<file path="src/sv/ids_pkg.sv">
// Package for the identifier set: operation codes, sequencer phases and
// the control word that the sequencer broadcasts along the row of cells.
// Depends on nothing.
package ids_pkg;

    // Operation codes carried by the op field of an input word.
    localparam logic [1:0] OP_ADD    = 2'd0;
    localparam logic [1:0] OP_REMOVE = 2'd1;
    localparam logic [1:0] OP_CHECK  = 2'd2;

    // Field widths of the result word.
    localparam int POS_BITS = 6;
    localparam int CNT_BITS = 7;
    localparam int ID_PORT_BITS = 16;

    // Sequencer phases: wait for a word, compare in every cell, apply.
    typedef enum logic [1:0] {
        PH_IDLE,
        PH_MATCH,
        PH_APPLY
    } t_phase;

    // Control word broadcast to every cell.
    typedef struct packed {
        logic compare;   // register the match of this cell's entry
        logic shift;     // cells at or above the match take the upper neighbour
        logic append;    // the first free cell stores the identifier
    } t_cell_ctl;

endpackage

</file>
<file path="src/sv/id_set_with_compaction.sv">
// Identifier set kept as a packed prefix of a row of slot cells.
// Usage:
//   Input channel (i_in_valid, o_in_stall, i_op, i_ident) takes one word per
//   operation: add if absent, remove, or membership check (op code 3 acts
//   as a check). Output channel (o_out_valid, i_out_stall) returns one word
//   per operation: was_present, position, entry_count and full_drop.
//   Timing: an accepted word is compared in every cell, whose match flags
//   are registered in the match phase, and its result is registered in the
//   apply step. The next word may be accepted at the edge that registers
//   the result, not before; the match flags are registered before the
//   removal shift and the position chain use them.
//   A held result does not stop the next word from entering; only the
//   apply step waits while the output register is full and stalled.
//   Reset (synchronous, active low) empties the set at once: every cell's
//   valid bit clears, the count goes to zero and no result is pending.
//   An add to a full table stores nothing and sets full_drop.
// Depends on ids_pkg and ids_cell.
module id_set_with_compaction
    import ids_pkg::*;
#(
    parameter int CAPACITY = 64,
    parameter int ID_BITS  = 16
) (
    input  logic                    i_clk,
    input  logic                    i_rst_n,
    input  logic                    i_in_valid,
    output logic                    o_in_stall,
    input  logic [1:0]              i_op,
    input  logic [ID_PORT_BITS-1:0] i_ident,
    output logic                    o_out_valid,
    input  logic                    i_out_stall,
    output logic                    o_was_present,
    output logic [POS_BITS-1:0]     o_position,
    output logic [CNT_BITS-1:0]     o_entry_count,
    output logic                    o_full_drop
);

    localparam int KEY_W = (ID_BITS < ID_PORT_BITS) ? ID_BITS : ID_PORT_BITS;
    localparam int IDX_W = (CAPACITY > 1) ? $clog2(CAPACITY) : 1;
    localparam int CNT_W = $clog2(CAPACITY + 1);
    localparam logic [CNT_W-1:0] CNT_FULL = CNT_W'(CAPACITY);

    t_phase           r_phase, n_phase;
    logic [1:0]       r_op;
    logic [KEY_W-1:0] r_id;
    logic [CNT_W-1:0] r_count;
    logic             r_out_valid;
    logic             r_was_present;
    logic [IDX_W-1:0] r_position;
    logic [CNT_W-1:0] r_entry_count;
    logic             r_full_drop;

    logic             w_accept;
    logic             w_out_blocked;
    logic             w_apply;
    logic             w_found;
    logic             w_full;
    logic             w_is_add;
    logic             w_is_rm;
    logic [IDX_W-1:0] w_found_pos;
    t_cell_ctl        w_ctl;

    // Neighbour links along the row; index CAPACITY is the empty top end.
    logic [KEY_W-1:0] w_slot   [CAPACITY+1];
    logic             w_valid  [CAPACITY+1];
    logic             w_prefix [CAPACITY+1];
    logic [IDX_W-1:0] w_pos    [CAPACITY+1];

    logic [IDX_W+POS_BITS-1:0] w_pos_ext;
    logic [CNT_W+CNT_BITS-1:0] w_cnt_ext;

    // Handshake and phase decode.
    assign w_out_blocked = r_out_valid && i_out_stall;
    assign w_apply       = (r_phase == PH_APPLY) && !w_out_blocked;
    assign o_in_stall    = (r_phase == PH_MATCH) || ((r_phase == PH_APPLY) && w_out_blocked);
    assign w_accept      = i_in_valid && !o_in_stall;

    // Phase register.
    always_ff @(posedge i_clk) begin
        if (!i_rst_n) begin
            r_phase <= PH_IDLE;
        end else begin
            r_phase <= n_phase;
        end
    end

    // Next phase: a new word may enter in the same cycle as the apply step.
    always_comb begin
        n_phase = r_phase;
        case (r_phase)
            PH_IDLE: begin
                if (w_accept) n_phase = PH_MATCH;
            end
            PH_MATCH: begin
                n_phase = PH_APPLY;
            end
            PH_APPLY: begin
                if (w_apply) n_phase = w_accept ? PH_MATCH : PH_IDLE;
            end
            default: begin
                n_phase = PH_IDLE;
            end
        endcase
    end

    // Operation register.
    always_ff @(posedge i_clk) begin
        if (w_accept) begin
            r_op <= i_op;
            r_id <= i_ident[KEY_W-1:0];
        end
    end

    // Decode of the held operation and the row's summary.
    assign w_is_add    = (r_op == OP_ADD);
    assign w_is_rm     = (r_op == OP_REMOVE);
    assign w_full      = (r_count == CNT_FULL);
    assign w_found     = w_prefix[CAPACITY];
    assign w_found_pos = w_pos[CAPACITY];

    assign w_ctl.compare = (r_phase == PH_MATCH);
    assign w_ctl.shift   = w_apply && w_is_rm && w_found;
    assign w_ctl.append  = w_apply && w_is_add && !w_found && !w_full;

    // Row of slot cells.
    assign w_slot[CAPACITY]  = '0;
    assign w_valid[CAPACITY] = 1'b0;
    assign w_prefix[0]       = 1'b0;
    assign w_pos[0]          = '0;

    for (genvar g = 0; g < CAPACITY; g++) begin : g_cell
        logic w_low_valid;
        if (g == 0) begin : g_bottom
            assign w_low_valid = 1'b1;
        end else begin : g_inner
            assign w_low_valid = w_valid[g-1];
        end

        ids_cell #(
            .KEY_W (KEY_W),
            .IDX_W (IDX_W),
            .INDEX (g)
        ) u_cell (
            .i_clk       (i_clk),
            .i_rst_n     (i_rst_n),
            .i_ctl       (w_ctl),
            .i_id        (r_id),
            .i_up_slot   (w_slot[g+1]),
            .i_up_valid  (w_valid[g+1]),
            .i_low_valid (w_low_valid),
            .i_prefix    (w_prefix[g]),
            .i_pos       (w_pos[g]),
            .o_slot      (w_slot[g]),
            .o_valid     (w_valid[g]),
            .o_prefix    (w_prefix[g+1]),
            .o_pos       (w_pos[g+1])
        );
    end

    // Entry count.
    always_ff @(posedge i_clk) begin
        if (!i_rst_n) begin
            r_count <= '0;
        end else if (w_ctl.append) begin
            r_count <= r_count + 1'b1;
        end else if (w_ctl.shift) begin
            r_count <= r_count - 1'b1;
        end
    end

    // Output word valid flag.
    always_ff @(posedge i_clk) begin
        if (!i_rst_n) begin
            r_out_valid <= 1'b0;
        end else if (w_apply) begin
            r_out_valid <= 1'b1;
        end else if (!i_out_stall) begin
            r_out_valid <= 1'b0;
        end
    end

    // Output word payload.
    always_ff @(posedge i_clk) begin
        if (w_apply) begin
            r_was_present <= w_found;
            r_full_drop   <= w_is_add && !w_found && w_full;
            if (w_found) begin
                r_position <= w_found_pos;
            end else if (w_ctl.append) begin
                r_position <= r_count[IDX_W-1:0];
            end else begin
                r_position <= '0;
            end
            if (w_ctl.append) begin
                r_entry_count <= r_count + 1'b1;
            end else if (w_ctl.shift) begin
                r_entry_count <= r_count - 1'b1;
            end else begin
                r_entry_count <= r_count;
            end
        end
    end

    // Fit position and count to their field widths.
    assign w_pos_ext = {{POS_BITS{1'b0}}, r_position};
    assign w_cnt_ext = {{CNT_BITS{1'b0}}, r_entry_count};

    assign o_out_valid   = r_out_valid;
    assign o_was_present = r_was_present;
    assign o_position    = w_pos_ext[POS_BITS-1:0];
    assign o_entry_count = w_cnt_ext[CNT_BITS-1:0];
    assign o_full_drop   = r_full_drop;

endmodule

</file>
<file path="src/sv/ids_cell.sv">
// One slot of the identifier set: stored entry, valid bit and match flag.
// Hands its entry down to the lower neighbour when an entry below is removed.
// Depends on ids_pkg.
module ids_cell
    import ids_pkg::*;
#(
    parameter int KEY_W = 16,
    parameter int IDX_W = 6,
    parameter int INDEX = 0
) (
    input  logic             i_clk,
    input  logic             i_rst_n,
    input  t_cell_ctl        i_ctl,
    input  logic [KEY_W-1:0] i_id,
    input  logic [KEY_W-1:0] i_up_slot,
    input  logic             i_up_valid,
    input  logic             i_low_valid,
    input  logic             i_prefix,
    input  logic [IDX_W-1:0] i_pos,
    output logic [KEY_W-1:0] o_slot,
    output logic             o_valid,
    output logic             o_prefix,
    output logic [IDX_W-1:0] o_pos
);

    localparam logic [IDX_W-1:0] MY_IDX = IDX_W'(INDEX);

    logic [KEY_W-1:0] r_slot;
    logic             r_valid;
    logic             r_match;
    logic             w_at_or_above;

    // This cell lies at or above the matching entry.
    assign w_at_or_above = i_prefix | r_match;

    // Valid bit and match flag.
    always_ff @(posedge i_clk) begin
        if (!i_rst_n) begin
            r_valid <= 1'b0;
            r_match <= 1'b0;
        end else begin
            if (i_ctl.compare) begin
                r_match <= r_valid && (r_slot == i_id);
            end
            if (i_ctl.shift && w_at_or_above) begin
                r_valid <= i_up_valid;
            end else if (i_ctl.append && !r_valid && i_low_valid) begin
                r_valid <= 1'b1;
            end
        end
    end

    // Stored entry: moves down on a removal, or takes the new identifier
    // if this is the first free slot.
    always_ff @(posedge i_clk) begin
        if (i_ctl.shift && w_at_or_above) begin
            r_slot <= i_up_slot;
        end else if (i_ctl.append && !r_valid && i_low_valid) begin
            r_slot <= i_id;
        end
    end

    assign o_slot   = r_slot;
    assign o_valid  = r_valid;
    assign o_prefix = w_at_or_above;
    assign o_pos    = r_match ? (i_pos | MY_IDX) : i_pos;

endmodule

</file>
<file path="config.mk">
export PLATFORM = sky130hd
export DESIGN_NAME = id_set_with_compaction
export DESIGN_NICKNAME = d
export VERILOG_FILES = /design/src/sv/ids_pkg.sv /design/src/sv/id_set_with_compaction.sv /design/src/sv/ids_cell.sv
export SDC_FILE = /design/constraint.sdc
export NUM_CORES = 2
export LEC_CHECK = 0
export BUFFER_PORTS_ARGS = -buffer_cell sky130_fd_sc_hd__buf_4
export CELL_PAD_IN_SITES_DETAIL_PLACEMENT = 2
export CELL_PAD_IN_SITES_GLOBAL_PLACEMENT = 2
export CORE_ASPECT_RATIO = 1.5
export CORE_MARGIN = 2
export CORE_UTILIZATION = 36
export CTS_BUF_LIST = sky130_fd_sc_hd__clkbuf_2 sky130_fd_sc_hd__clkbuf_4 sky130_fd_sc_hd__clkbuf_8
export DETAILED_ROUTE_END_ITERATION = 8
export GPL_ROUTABILITY_DRIVEN = 0
export PLACE_DENSITY = 0.7
export SETUP_SLACK_MARGIN = 0.2
export SLEW_MARGIN = 30
export SYNTH_ARGS = -nofsm -noshare
export SYNTH_HDL_FRONTEND = slang
export SYNTH_SLANG_ARGS = --single-unit
</file>
<file path="constraint.sdc">
create_clock -name i_clk -period 4.15 [get_ports i_clk]
set_clock_uncertainty 0.1 [all_clocks]
set_input_delay 0.83 -clock i_clk [delete_from_list [all_inputs] [get_ports i_clk]]
set_output_delay 0.83 -clock i_clk [all_outputs]
set_load 0.01 [all_outputs]
</file>
==> results.ini <==
[clock_network]
htreeDepth=4
cts_max_path_buffers=3
cts_made_buffers=191
clk_pin_slew_ps=60
cts_tree=built
clock_latency_ps=960
cts-root-buf=clkbuf_8
cts_sinks=1195

[routing]
drt_iter0_drc=2073
drt-pass1-iter-count=5
routed.top_layer=met4
routed-via-count=40080
routed_via_density=5.464
drcViolationCount=0
wl_met2_um=121400
ant_nets=0
wl_met1_um=72690
wl_um=210500
wl_met3_um=5947
wl_per_cell_um=28.70

[sta]
max-slew-margin-rel_pct=25.71
fmax_ghz=0.2542
slew_viol_final=0
setup_violations=0
hold_violations=0
rsz0062_at_grt=no
tns_ps=0
period_minus_slack_ps=3934
min_period_over_period_pct=94.81
tightest_slew_ps=1104

[synthesis]
synth_top_area_share_pct=49.75
yosys_most_used_dff=edfxtp_1
ys_warn_count=0
synth_top_area_cell=edfxtp_1
synth_area_leaders=edfxtp_1 50%, mux2_2 17%, xor2_1 13%
synth_area_mm2=0.06283
synthArstFlopShare_pct=0
ys_ff_latch=1195
synth_edf_count=1041
synth-seq-area-share_pct=54.66
syn_inst=4753
netlist-cell-type-count=71
syn_area_per_cell_um2=13.22
syn_nets=4778

[setup_path]
worst-path-max-fanout=19
end_kind=flip-flop
path_buf_inv=4
cp_top_family=simple AND/OR/NAND/NOR gates
crit_top_cell=buf_4
start_kind=flip-flop
path_class=flip-flop to flip-flop
path_cells=buf_4 -> nor4_4 -> buf_4 -> nand2_1 -> or4_2 -> buf_4 -> o41ai_4 -> buf_4 -> mux2_2
cp.arrival_ps=4520
max_stage_delay_ps=810
crit_required_ps=4740
cp_slowest_cell=or4_2

[floorplan]
chipHeight_um=515.7
ios=39
initial_core_util_pct=36.29
die-area_mm2=0.1780
chipWidth_um=345.1
core_area_mm2=0.1731
rows=187

[grt]
grt_pass1_wl_um=310000
antenna_found_initial=3
grt_pass1_vias=46110
grt-ovfl-total=0
grt_use_total_pct=23.55
grt_max_degree=90

[finish]
fin_nets=4928
syn2layout_area_growth_pct=13.84
final_util_pct=41.31
ff_latch_area_mm2=0.03434
fill_cells=17190
drive_gt1_share_pct=32.73
multi_input_area_mm2=0.02710

[power_and_ir_drop]
power.leakage_nw=24.39
cellPowerDensity_mw_per_mm2=362.0
vdd_drop_max_mv=0.2528

[place]
io_buffer_count=38
dp_hpwl_um=147300

[flow_run]
maxCapViolations=0

[run_status]
status=completed

[min_path]
worstHoldPathType=flip-flop to flip-flop

-- report_power, final --
| group | internal [mW] | leakage, nW | switching, mW |
|---|---|---|---|
| Combinational | 0.811 | 11.7 | 1.17 |
| Clock | 5.68 | 2.09 | 5.12 |
| Sequential | 13.1 | 10.6 | 0.0332 |
| Total | 19.6 | 24.4 | 6.33 |
-- synthesized netlist by cell type (14+ instances only) --
master    count
edfxtp_1   1041
xor2_1      946
mux2_2      935
nor4_1      279
clkbuf_1    242
nand2_1     216
dfxtp_1     154
nand3_1     138
o21ai_0     109
xnor2_1      83
a21oi_1      71
buf_1        55
nor2_1       54
buf_2        48
mux2_1       41
a211oi_1     35
inv_1        32
nor3_1       23
mux2i_1      22
o31ai_1      18
buf_4        16
nand2b_1     14
-- path summary, 6_finish.rpt --
| path | depth (start not counted) | to | from | slack, ps |
|---|---|---|---|---|
| setup / recovery | 9 | g_cell[49].u_cell.o_slot[2]$_DFFE_PP_ | g_cell[9].u_cell.r_match$_SDFFE_PN0P_ | 220 |
| hold / removal | 2 | g_cell[35].u_cell.r_match$_SDFFE_PN0P_ | g_cell[35].u_cell.r_match$_SDFFE_PN0P_ | 410 |
| setup reg to reg | 9 | g_cell[49].u_cell.o_slot[2]$_DFFE_PP_ | g_cell[9].u_cell.r_match$_SDFFE_PN0P_ | 220 |
| hold reg to reg | 2 | g_cell[35].u_cell.r_match$_SDFFE_PN0P_ | g_cell[35].u_cell.r_match$_SDFFE_PN0P_ | 410 |
-- cell type report --
cell class | instances | area share (%)
antenna | 4 | 0.01399
clock buffer | 279 | 4.853
clock inverter | 74 | 0.6997
inverter | 32 | 0.1679
multi-input combinational | 3157 | 37.88
sequential | 1195 | 48.02
tap | 2268 | 3.967
timing repair buffer | 326 | 4.400
-- per-layer routing --
layer,global-route usage [%],vias up
met2,47.91,840
met3,2.819,481
met1,23.04,20970
li1,-,17790
met4,11.61,0
met5,0,-
-- what timing repair did --
| item | in CTS | in global routing |
|---|---|---|
| setup buffers | 0 | 2 |
| hold buffers | 20 | 0 |
| gates resized for setup | 3 | 2 |
| pin swaps | 0 | 1 |
| endpoints found under the setup margin | 1423 | 70 |
| hold endpoints to repair | 19 | 0 |
-- worst register-to-register path, stage by stage (launching register included) --
cell and delay (ps):
dfxtp_1 310, buf_4 180, nor4_4 480, buf_4 210, nand2_1 230, or4_2 810, buf_4 330, o41ai_4 310
buf_4 330, mux2_2 390
-- cells by family after synthesis --
| group | share of synthesized area [%] |
|---|---|
| compound gates | 3.784 |
| xor+xnor | 14.34 |
| fa+ha+maj | 0.05975 |
| buf+inv | 2.688 |
| flops | 54.66 |
| mux | 17.84 |
| simple gates | 6.621 |
-- through the flow --
| stage | std cells | hold slack, ps | instance area, µm² | worst slack, ps | power, mW |
|---|---|---|---|---|---|
| 2_1_floorplan | 4753 | 305.2 | 62830 | 207.6 | 14.60 |
| 3_3_place_gp | 6954 | 320.7 | 67210 | -47.24 | 15.24 |
| 3_5_place_dp | 6956 | 351.3 | 67270 | -135.7 | 15.33 |
| 4_1_cts | 7329 | 338.9 | 71460 | 222.8 | 26.19 |
| 5_1_grt | 7332 | 400.5 | 71520 | 192.4 | 26.73 |
| 6_report | 7335 | 407.4 | 71520 | 215.5 | 25.89 |
-- state kept, by name, summed over array words and instances (netlist names) --
register,count
r_op,2
o_position,6
g_cell.u_cell.o_valid,64
o_full_drop,1
g_cell.u_cell.o_slot,1024
o_was_present,1
o_entry_count,7
g_cell.u_cell.r_match,64
r_phase,2
o_out_valid,1
r_id,16
r_count,7
-- layout by cell type, fill, tap and decap left out, types with 14 or more instances in the layout --
cell and n:
mux2i_1 22, buf_12 51, nand2_1 215, nor4_1 274, edfxtp_1 1041, mux2_2 935
clkbuf_4 59, buf_4 253, a21oi_1 62, nand3_1 137, clkinv_1 38, nor2_1 51
clkinv_2 19, clkbuf_8 220, nand2b_1 14, mux2_1 41, o21ai_1 24, xor2_1 946
o21ai_0 89, dfxtp_1 154, a211oi_1 35, inv_1 31, dlygate4sd3_1 20, nor3_1 23
xnor2_1 83
(Power assumes the default switching activity.)
